`config.mk`:
```
export PLATFORM = sky130hd
export DESIGN_NAME = clipped_rect_fill_engine
export DESIGN_NICKNAME = d
export VERILOG_FILES = /design/src/rtl/core/crfe_pkg.sv /design/src/rtl/core/crfe_walk.sv /design/src/rtl/core/clipped_rect_fill_engine.sv
export SDC_FILE = /design/constraint.sdc
export NUM_CORES = 2
export LEC_CHECK = 0
export BUFFER_PORTS_ARGS = -buffer_cell sky130_fd_sc_hd__buf_2
export CORE_MARGIN = 2
export CORE_UTILIZATION = 64
export DETAILED_ROUTE_END_ITERATION = 16
export PLACE_DENSITY = 0.83
export SYNTH_ARGS = -nofsm -noshare
export SYNTH_HDL_FRONTEND = slang
export SYNTH_SLANG_ARGS = --single-unit
```
`constraint.sdc`:
```
create_clock -name clk -period 20.3 [get_ports clk]
set_input_delay 4.06 -clock clk [delete_from_list [all_inputs] [get_ports clk]]
set_output_delay 4.06 -clock clk [all_outputs]
set_load 0.05 [all_outputs]
```
`src/rtl/core/crfe_pkg.sv`:
```
// Shared types and constants for the clipped rectangle fill engine.
// Used by crfe_walk and clipped_rect_fill_engine; depends on nothing.
package crfe_pkg;

  localparam int COORD_BITS_DEF  = 16;
  localparam int STRIDE_BITS_DEF = 24;
  localparam int SIZE_BITS_DEF   = 40;
  localparam int ADDR_BITS_DEF   = 48;

  localparam int OP_BITS        = 2;
  localparam int CFG_INDEX_BITS = 3;
  localparam int BPP_BITS       = 4;
  localparam int COLOR_BITS     = 32;
  localparam int BCOUNT_BITS    = 3;

  localparam logic [BPP_BITS-1:0] BPP_RESET = 4'd4;

  typedef enum logic [OP_BITS-1:0] {
    OP_PIXEL = 2'd0,
    OP_RECT  = 2'd1,
    OP_FILL  = 2'd2,
    OP_TICK  = 2'd3
  } op_t;

  typedef enum logic [CFG_INDEX_BITS-1:0] {
    REG_BASE_ADDRESS    = 3'd0,
    REG_BUFFER_SIZE     = 3'd1,
    REG_SCREEN_WIDTH    = 3'd2,
    REG_SCREEN_HEIGHT   = 3'd3,
    REG_ROW_STRIDE      = 3'd4,
    REG_PIXEL_BYTES     = 3'd5,
    REG_CONFIGURED      = 3'd6,
    REG_WRITES_ALLOWED  = 3'd7
  } reg_idx_t;

  typedef struct packed {
    logic has_res;
    logic write_valid;
    logic done;
  } res_ctl_t;

endpackage

```
`src/rtl/core/crfe_walk.sv`:
```
// Walk state and per-word step logic of the clipped rectangle fill engine.
// Depends on crfe_pkg; instantiated by clipped_rect_fill_engine.
module crfe_walk #(
  parameter int COORD_BITS  = crfe_pkg::COORD_BITS_DEF,
  parameter int STRIDE_BITS = crfe_pkg::STRIDE_BITS_DEF,
  parameter int SIZE_BITS   = crfe_pkg::SIZE_BITS_DEF,
  parameter int ADDR_BITS   = crfe_pkg::ADDR_BITS_DEF
) (
  input  logic                               clk,
  input  logic                               rst_n,
  input  logic                               step_en,
  input  crfe_pkg::op_t                      op,
  input  logic [COORD_BITS-1:0]              x,
  input  logic [COORD_BITS-1:0]              y,
  input  logic [COORD_BITS-1:0]              rect_width,
  input  logic [COORD_BITS-1:0]              rect_height,
  input  logic [crfe_pkg::COLOR_BITS-1:0]    color,
  input  logic [ADDR_BITS-1:0]               base_address,
  input  logic [SIZE_BITS-1:0]               buffer_size,
  input  logic [COORD_BITS-1:0]              screen_width,
  input  logic [COORD_BITS-1:0]              screen_height,
  input  logic [STRIDE_BITS-1:0]             row_stride,
  input  logic [crfe_pkg::BPP_BITS-1:0]      pixel_bytes,
  input  logic                               interlock,
  output crfe_pkg::res_ctl_t                 res,
  output logic [ADDR_BITS-1:0]               res_address,
  output logic [crfe_pkg::COLOR_BITS-1:0]    res_data,
  output logic [crfe_pkg::BCOUNT_BITS-1:0]   res_byte_count
);

  localparam int RW     = COORD_BITS + 1;
  localparam int PROD_W = RW + STRIDE_BITS;
  localparam int XO_W   = COORD_BITS + crfe_pkg::BPP_BITS;
  localparam int OFF_W  = ((PROD_W > SIZE_BITS) ? PROD_W : SIZE_BITS) + 2;
  localparam int AW2    = (OFF_W > ADDR_BITS) ? OFF_W : ADDR_BITS;

  logic                          busy_r, busy_nxt;
  logic [COORD_BITS-1:0]         first_col_r, first_col_nxt;
  logic [COORD_BITS-1:0]         cur_col_r, cur_col_nxt;
  logic [COORD_BITS-1:0]         cur_row_r, cur_row_nxt;
  logic [RW-1:0]                 end_col_r, end_col_nxt;
  logic [RW-1:0]                 end_row_r, end_row_nxt;
  logic [crfe_pkg::COLOR_BITS-1:0] fill_r, fill_nxt;
  logic [SIZE_BITS-1:0]          row_off_r, row_off_nxt;

  logic                          is_tick, is_fill;
  logic [COORD_BITS-1:0]         rx, ry, rw, rh;
  logic [RW-1:0]                 next_row, row_sel, col_p1, rx_end, ry_end;
  logic [COORD_BITS-1:0]         col_sel;
  logic [PROD_W-1:0]             yo;
  logic [XO_W-1:0]               xo;
  logic [OFF_W-1:0]              roff, off, off_end, size_ext;
  logic                          fits, yo_past, refuse, adv_col, walk_done;
  logic                          wr, bpp_ok, wr_final;
  logic [AW2-1:0]                addr_full;
  logic [crfe_pkg::COLOR_BITS-1:0] src_color;
  crfe_pkg::res_ctl_t            res_pre;

  always_comb begin
    is_tick  = (op == crfe_pkg::OP_TICK);
    is_fill  = (op == crfe_pkg::OP_FILL);
    rx       = is_fill ? '0 : x;
    ry       = is_fill ? '0 : y;
    rw       = is_fill ? screen_width : rect_width;
    rh       = is_fill ? screen_height : rect_height;
    next_row = RW'(cur_row_r) + RW'(1);
    col_p1   = RW'(cur_col_r) + RW'(1);
    row_sel  = is_tick ? next_row : RW'(ry);
    col_sel  = is_tick ? cur_col_r : x;
    yo       = PROD_W'(row_sel) * PROD_W'(row_stride);
    xo       = XO_W'(col_sel) * XO_W'(pixel_bytes);
    size_ext = OFF_W'(buffer_size);
    roff     = is_tick ? OFF_W'(row_off_r) : OFF_W'(yo);
    off      = roff + OFF_W'(xo);
    off_end  = off + OFF_W'(pixel_bytes);
    fits     = (off_end <= size_ext);
    yo_past  = (OFF_W'(yo) >= size_ext);
    refuse   = !interlock || (rx >= screen_width) || (ry >= screen_height) ||
               (rw == '0) || (rh == '0) || yo_past;
    rx_end   = RW'(rx) + RW'(rw);
    ry_end   = RW'(ry) + RW'(rh);
    adv_col  = fits && (col_p1 < end_col_r);
    walk_done = !adv_col && ((next_row >= end_row_r) || yo_past);
  end

  always_comb begin
    busy_nxt      = busy_r;
    first_col_nxt = first_col_r;
    cur_col_nxt   = cur_col_r;
    cur_row_nxt   = cur_row_r;
    end_col_nxt   = end_col_r;
    end_row_nxt   = end_row_r;
    fill_nxt      = fill_r;
    row_off_nxt   = row_off_r;
    res_pre       = '0;
    wr            = 1'b0;
    src_color     = color;
    unique case (op)
      crfe_pkg::OP_PIXEL: begin
        if (!busy_r) begin
          res_pre.has_res = 1'b1;
          res_pre.done    = 1'b1;
          wr = interlock && (x < screen_width) && (y < screen_height) && fits;
        end
      end
      crfe_pkg::OP_RECT, crfe_pkg::OP_FILL: begin
        if (!busy_r) begin
          if (refuse) begin
            res_pre.has_res = 1'b1;
            res_pre.done    = 1'b1;
          end else begin
            busy_nxt      = 1'b1;
            first_col_nxt = rx;
            cur_col_nxt   = rx;
            cur_row_nxt   = ry;
            end_col_nxt   = (rx_end > RW'(screen_width)) ? RW'(screen_width) : rx_end;
            end_row_nxt   = (ry_end > RW'(screen_height)) ? RW'(screen_height) : ry_end;
            fill_nxt      = color;
            row_off_nxt   = SIZE_BITS'(yo);
          end
        end
      end
      crfe_pkg::OP_TICK: begin
        src_color = fill_r;
        if (busy_r) begin
          res_pre.has_res = 1'b1;
          res_pre.done    = walk_done;
          wr              = fits && interlock;
          if (adv_col) begin
            cur_col_nxt = col_p1[COORD_BITS-1:0];
          end else if (walk_done) begin
            busy_nxt = 1'b0;
          end else begin
            cur_row_nxt = next_row[COORD_BITS-1:0];
            cur_col_nxt = first_col_r;
            row_off_nxt = SIZE_BITS'(yo);
          end
        end
      end
      default: ;
    endcase
  end

  always_comb begin
    bpp_ok = (pixel_bytes == crfe_pkg::BPP_BITS'(1)) ||
             (pixel_bytes == crfe_pkg::BPP_BITS'(2)) ||
             (pixel_bytes == crfe_pkg::BPP_BITS'(4));
    wr_final        = wr && bpp_ok;
    res             = res_pre;
    res.write_valid = wr_final;
    addr_full       = AW2'(base_address) + AW2'(off);
    res_address     = wr_final ? addr_full[ADDR_BITS-1:0] : '0;
    res_byte_count  = wr_final ? pixel_bytes[crfe_pkg::BCOUNT_BITS-1:0] : '0;
    res_data        = '0;
    if (wr_final) begin
      priority if (pixel_bytes == crfe_pkg::BPP_BITS'(1)) begin
        res_data = {24'd0, src_color[7:0]};
      end else if (pixel_bytes == crfe_pkg::BPP_BITS'(2)) begin
        res_data = {16'd0, src_color[15:0]};
      end else begin
        res_data = src_color;
      end
    end
  end

  always_ff @(posedge clk) begin
    if (!rst_n) begin
      busy_r <= 1'b0;
    end else if (step_en) begin
      busy_r <= busy_nxt;
    end
  end

  always_ff @(posedge clk) begin
    if (step_en) begin
      first_col_r <= first_col_nxt;
      cur_col_r   <= cur_col_nxt;
      cur_row_r   <= cur_row_nxt;
      end_col_r   <= end_col_nxt;
      end_row_r   <= end_row_nxt;
      fill_r      <= fill_nxt;
      row_off_r   <= row_off_nxt;
    end
  end

endmodule

```
`src/rtl/core/clipped_rect_fill_engine.sv`:
```
// Top level of the clipped rectangle fill engine: stream ports, register file,
// input and result registers. Depends on crfe_pkg and crfe_walk.
//
// The engine takes one input word per clock unless the input stalls, and loads its
// result word, if any, from the input register into the output register. A result left
// waiting in the output register holds the word in the input register, so the
// input stalls once both registers are full. Outside a walk, a put-pixel word answers
// with one result and a rectangle or fill word answers only when refused; during a walk
// each tick word walks one position of the clipped rectangle. The step from the input
// register to the result register holds one row-by-stride multiplier, one
// column-by-pixel-size multiplier and the bounds compares against buffer_size.
module clipped_rect_fill_engine #(
  parameter int COORD_BITS  = crfe_pkg::COORD_BITS_DEF,
  parameter int STRIDE_BITS = crfe_pkg::STRIDE_BITS_DEF,
  parameter int SIZE_BITS   = crfe_pkg::SIZE_BITS_DEF,
  parameter int ADDR_BITS   = crfe_pkg::ADDR_BITS_DEF,
  localparam int IN_DATA_W  = ((4 * COORD_BITS + crfe_pkg::COLOR_BITS + 7) / 8) * 8,
  localparam int OUT_DATA_W = ((1 + ADDR_BITS + crfe_pkg::COLOR_BITS
                               + crfe_pkg::BCOUNT_BITS + 7) / 8) * 8,
  localparam int CFG_W      = (ADDR_BITS > SIZE_BITS) ? ADDR_BITS : SIZE_BITS
) (
  input  logic                                clk,
  input  logic                                rst_n,
  input  logic                                in_tvalid,
  output logic                                in_tready,
  // x, y, rect_width, rect_height, color
  input  logic [IN_DATA_W-1:0]                in_tdata,
  // operation
  input  logic [crfe_pkg::OP_BITS-1:0]        in_tuser,
  output logic                                out_tvalid,
  input  logic                                out_tready,
  // write_valid, address, data, byte_count
  output logic [OUT_DATA_W-1:0]               out_tdata,
  // done_res
  output logic                                out_tlast,
  input  logic                                cfg_valid,
  output logic                                cfg_ready,
  input  logic [crfe_pkg::CFG_INDEX_BITS-1:0] cfg_index,
  input  logic [CFG_W-1:0]                    cfg_data
);

  localparam int CB = COORD_BITS;
  localparam int CL = crfe_pkg::COLOR_BITS;

  logic [ADDR_BITS-1:0]          base_r;
  logic [SIZE_BITS-1:0]          size_r;
  logic [CB-1:0]                 sw_r, sh_r;
  logic [STRIDE_BITS-1:0]        stride_r;
  logic [crfe_pkg::BPP_BITS-1:0] bpp_r;
  logic                          configured_r, allowed_r;

  logic                          in_valid_r;
  logic [IN_DATA_W-1:0]          in_data_r;
  logic [crfe_pkg::OP_BITS-1:0]  in_op_r;
  logic                          advance, step_en;

  crfe_pkg::res_ctl_t            res;
  logic [ADDR_BITS-1:0]          res_address;
  logic [CL-1:0]                 res_data;
  logic [crfe_pkg::BCOUNT_BITS-1:0] res_byte_count;

  logic                          out_valid_r;
  logic [OUT_DATA_W-1:0]         out_data_r;
  logic                          out_last_r;

  assign cfg_ready  = 1'b1;
  assign advance    = !out_valid_r || out_tready;
  assign step_en    = in_valid_r && advance;
  assign in_tready  = !in_valid_r || advance;
  assign out_tvalid = out_valid_r;
  assign out_tdata  = out_data_r;
  assign out_tlast  = out_last_r;

  always_ff @(posedge clk) begin
    if (!rst_n) begin
      base_r       <= '0;
      size_r       <= '0;
      sw_r         <= '0;
      sh_r         <= '0;
      stride_r     <= '0;
      bpp_r        <= crfe_pkg::BPP_RESET;
      configured_r <= 1'b0;
      allowed_r    <= 1'b0;
    end else if (cfg_valid) begin
      unique case (crfe_pkg::reg_idx_t'(cfg_index))
        crfe_pkg::REG_BASE_ADDRESS:    base_r       <= cfg_data[ADDR_BITS-1:0];
        crfe_pkg::REG_BUFFER_SIZE:     size_r       <= cfg_data[SIZE_BITS-1:0];
        crfe_pkg::REG_SCREEN_WIDTH:    sw_r         <= cfg_data[CB-1:0];
        crfe_pkg::REG_SCREEN_HEIGHT:   sh_r         <= cfg_data[CB-1:0];
        crfe_pkg::REG_ROW_STRIDE:      stride_r     <= cfg_data[STRIDE_BITS-1:0];
        crfe_pkg::REG_PIXEL_BYTES:     bpp_r        <= cfg_data[crfe_pkg::BPP_BITS-1:0];
        crfe_pkg::REG_CONFIGURED:      configured_r <= cfg_data[0];
        crfe_pkg::REG_WRITES_ALLOWED:  allowed_r    <= cfg_data[0];
        default: ;
      endcase
    end
  end

  always_ff @(posedge clk) begin
    if (!rst_n) begin
      in_valid_r <= 1'b0;
    end else if (in_tready) begin
      in_valid_r <= in_tvalid;
    end
  end

  always_ff @(posedge clk) begin
    if (in_tready && in_tvalid) begin
      in_data_r <= in_tdata;
      in_op_r   <= in_tuser;
    end
  end

  crfe_walk #(
    .COORD_BITS  (COORD_BITS),
    .STRIDE_BITS (STRIDE_BITS),
    .SIZE_BITS   (SIZE_BITS),
    .ADDR_BITS   (ADDR_BITS)
  ) u_walk (
    .clk             (clk),
    .rst_n           (rst_n),
    .step_en         (step_en),
    .op              (crfe_pkg::op_t'(in_op_r)),
    .x               (in_data_r[CB-1:0]),
    .y               (in_data_r[2*CB-1:CB]),
    .rect_width      (in_data_r[3*CB-1:2*CB]),
    .rect_height     (in_data_r[4*CB-1:3*CB]),
    .color           (in_data_r[4*CB+CL-1:4*CB]),
    .base_address    (base_r),
    .buffer_size     (size_r),
    .screen_width    (sw_r),
    .screen_height   (sh_r),
    .row_stride      (stride_r),
    .pixel_bytes     (bpp_r),
    .interlock       (configured_r && allowed_r),
    .res             (res),
    .res_address     (res_address),
    .res_data        (res_data),
    .res_byte_count  (res_byte_count)
  );

  always_ff @(posedge clk) begin
    if (!rst_n) begin
      out_valid_r <= 1'b0;
    end else if (advance) begin
      out_valid_r <= step_en && res.has_res;
    end
  end

  always_ff @(posedge clk) begin
    if (step_en) begin
      out_data_r <= OUT_DATA_W'({res_byte_count, res_data, res_address, res.write_valid});
      out_last_r <= res.done;
    end
  end

endmodule

```
==> flow_metrics.py <==
metrics = {
    "synth": {
        "syn_area_per_cell_um2": 9.49,
        "ys_types": 93,
        "synth_edf_count": 337,
        "ys.flop_type": "edfxtp_1",
        "synthMuxAreaShare_pct": 4.13,
        "yosys-top-cells-area": "edfxtp_1 22%, fa_1 17%, ha_1 12%",
        "synthArstFlopShare_pct": 0,
        "synth-seq-cells": 490,
        "yosys.area.top_type": "edfxtp_1",
        "synth_top_area_share_pct": 22.3,
        "ys_seq_area_share_pct": 29.1,
        "synth_xor_area_share_pct": 3.77,
        "synth_fa_ha_area_share_pct": 28.7,
        "netlist_area_um2": 45300,
        "synth_top_family_by_area": "adder cells",
        "synth-compound-area-share_pct": 12.0,
        "netlist_instances": 4774,
        "synth_warnings": 0,
        "synthSimpleGateAreaFrac_pct": 15.5,
    },
    "detailed_routing": {
        "detail_route.iter0.violations": 3281,
        "first_pass_iters": 6,
        "viasPerCell": 5.99,
        "wl_mm": 123,
        "post_drt_wl_per_cell_um": 20.8,
        "dr_total_vias": 35300,
        "drc": 0,
        "drtAntennaViolNets": 0,
    },
    "worst_setup_path": {
        "crit_arrival_ns": 15.77,
        "cp-start-kind": "register",
        "r2r_cells": 51,
        "critPathMaxStageDelay_ns": 0.66,
        "crit_path_top_delay_cell": "and3_1",
        "cp-end-kind": "register",
        "crit_type": "reg -> reg",
        "cp_data_required_time_ns": 20.57,
        "path_max_fanout": 64,
    },
    "power": {
        "power.density_nw_per_um2": 61.4,
        "clkPwrFrac_pct": 33.9,
        "seq_power_share_pct": 37.5,
        "pwr-share-comb_pct": 28.7,
        "switching_share_pct": 33.0,
        "worst_ir_drop_vdd_mv": 0.0694,
        "p_sw_uw": 993,
        "p_int_uw": 2010,
        "p_leak_uw": 0.0219,
    },
    "clocking": {
        "cts_max_level": 2,
        "clock-sinks": 490,
        "clk-insertion-delay-late_ns": 0.66,
        "cts_buffer_depth": 3,
        "cts_tree": "built",
        "postCtsResizedCells": 0,
        "cts_buffers": 55,
        "holdBufCountCts": 0,
        "clk_pin_slew_ns": 0.06,
        "cts_root_buffer": "clkbuf_16",
        "post-cts-setup-buffer-count": 0,
    },
    "floorplan": {
        "die-area_um2": 73000,
        "fp.dieH_um": 270,
        "start_util_pct": 64.7,
        "io_pins": 246,
        "die_w_um": 270,
        "placement_rows": 97,
        "fp.coreArea_um2": 70000,
    },
    "placed_design": {
        "dp_hpwl_mm": 93.5,
        "routabilityCongestion": 0.959,
        "pre_cts_ws_ns": 5.02,
        "dp.cells": 5786,
        "place_area_um2": 47200,
        "port_buffers": 240,
    },
    "timing": {
        "fin_tns_setup_ns": 0,
        "fin_skew_ns": 0.0541,
        "fin_crit_sh_pct": 76.3,
        "finalHoldViolCount": 0,
        "setup_violations": 0,
        "worst_slack_ns": 4.80,
        "worst_pin_slew_ns": 1.17,
        "max-slew-margin-rel_pct": 20.4,
        "period_minus_slack_ns": 15.50,
        "max_freq_ghz": 0.0645,
        "rsz0062_at_grt": "false",
        "report.final.slew_viol_count": 0,
    },
    "global_routing": {
        "grt_pass1_wl_mm": 193,
        "overflow": 0,
        "antenna_found_initial": 3,
        "grt_max_degree": 106,
        "grtUsageTotal_pct": 33.5,
        "grt_pass1_vias": 35500,
    },
    "run_status": {
        "status": "complete, no violations",
    },
    "final_layout": {
        "drive_gt1_share_pct": 9.84,
        "area_growth_pct": 8.09,
        "design_area_um2": 49000,
        "final_core_util_pct": 70.0,
        "nNetsFinal": 5871,
        "fin_cells": 5892,
    },
    "flow_run": {
        "maxCapViolations": 0,
    },
    "hold_path": {
        "min_path_cells": 0,
        "hp-class": "reg -> reg",
    },
}
[area by class of cell]
class | count | area, µm²
Fill cell | 5290 | 21000
Timing Repair Buffer | 260 | 1350
Clock inverter | 36 | 374
Inverter | 621 | 2330
Multi-Input combinational cell | 3475 | 29100
Clock buffer | 68 | 1450
Tap cell | 940 | 1180
Antenna cell | 2 | 5.00
Sequential cell | 490 | 13200
[critical path: cells and delay by family (launching register included)]
| family | cells | cell delay, ns |
|---|---|---|
| adder cells (fa/ha/maj) | 11 | 4.56 |
| buffers and inverters | 7 | 1.30 |
| flip-flops | 1 | 0.43 |
| XOR/XNOR | 1 | 0.15 |
| AND/OR/NAND/NOR | 11 | 3.34 |
| multiplexers | 2 | 0.68 |
| AO/OA/AOI/OAI | 19 | 4.53 |
[per-stage QoR]
stage	hold WS (ns)	power, µW
final	0.452	3010
after global routing	0.456	3140
after CTS	0.450	3000
after detailed placement	0.435	1990
after global placement	0.435	1960
after floorplan	0.426	1760
[cell families after synthesis]
kind of cell	after synthesis
flops	490
simple gates	1497
compound gates	789
xor+xnor	195
other cells	2
fa+ha+maj	814
mux	173
buf+inv	814
[path summary, 6_finish.rpt]
path | start | to | slack [ns]
hold reg to reg | in_data_r[87]$_DFFE_PP_ | u_walk.fill_r[23]$_DFFE_PP_ | 0.45
setup / recovery | in_op_r[0]$_DFFE_PP_ | u_walk.cur_col_r[1]$_DFFE_PP_ | 4.80
setup reg to reg | in_op_r[0]$_DFFE_PP_ | u_walk.cur_col_r[1]$_DFFE_PP_ | 4.80
hold / removal | in_data_r[87]$_DFFE_PP_ | u_walk.fill_r[23]$_DFFE_PP_ | 0.45
[placed cells by master, fill, tap and decap left out, drive strengths merged, types with 7 or more instances in the layout]
cell type,synthesis,layout
o21a,41,41
xor2,73,73
xnor2,122,122
mux2,98,98
nand2b,27,27
mux2i,75,75
and2,187,187
a211oi,37,37
a221oi,8,8
a2111oi,10,10
a21oi,168,168
nor4,31,31
and3,30,30
a21boi,150,150
buf,30,260
nor2b,84,84
nor3b,8,8
ha,436,436
a31oi,16,16
clkbuf,163,68
o211ai,14,14
o21bai,18,18
o221ai,7,7
clkinv,1,18
dfxtp,153,153
or3,9,9
conb,2,7
edfxtp,337,337
a21o,133,133
nand3,86,86
inv,620,626
o21ai,104,104
nor3,42,42
o31ai,16,16
nand4,54,54
clkinvlp,0,8
nand2,751,751
nor2,169,169
fa,378,378
[registers in the layout, indices dropped and copies added, names as in the netlist, 17 cells and up]
name	count
base_r	48
in_data_r	96
out_tdata	84
size_r	40
stride_r	24
u_walk.end_col_r	17
u_walk.end_row_r	17
u_walk.fill_r	32
u_walk.row_off_r	40
[cells in the mapped netlist (7+ instances only)]
library cell	instances
nand2_1	751
inv_1	620
ha_1	436
fa_1	378
edfxtp_1	337
and2_1	185
a21oi_1	167
nor2_1	166
clkbuf_1	163
dfxtp_1	153
a21boi_0	150
a21o_1	133
xnor2_1	122
mux2_2	97
o21ai_0	91
nand3_1	85
nor2b_1	84
mux2i_1	74
xor2_1	73
nand4_1	54
nor3_1	41
o21a_1	41
a211oi_1	35
and3_1	30
nor4_1	29
nand2b_1	27
buf_1	20
o21bai_1	18
a31oi_1	16
o31ai_1	15
o211ai_1	13
o21ai_1	13
a2111oi_0	10
or3_1	8
nor3b_1	7
[power groups by stage]
stage                     clock [µW]  combinational, µW  sequential [µW]
after floorplan                    0                607             1150
after global placement             0                818             1150
after detailed placement           0                838             1150
after CTS                       1020                847             1130
after global routing            1060                953             1130
final                           1020                862             1130
[routing by layer]
layer	vias up	GRT usage [%]	wire length [µm]
met3	320	6.56	11800
met5	-	0	10
li1	16300	-	-
met4	2	14.2	5700
met1	17000	44.1	48500
met2	1671	54.3	56600
Power figures use the tool's default switching activity.
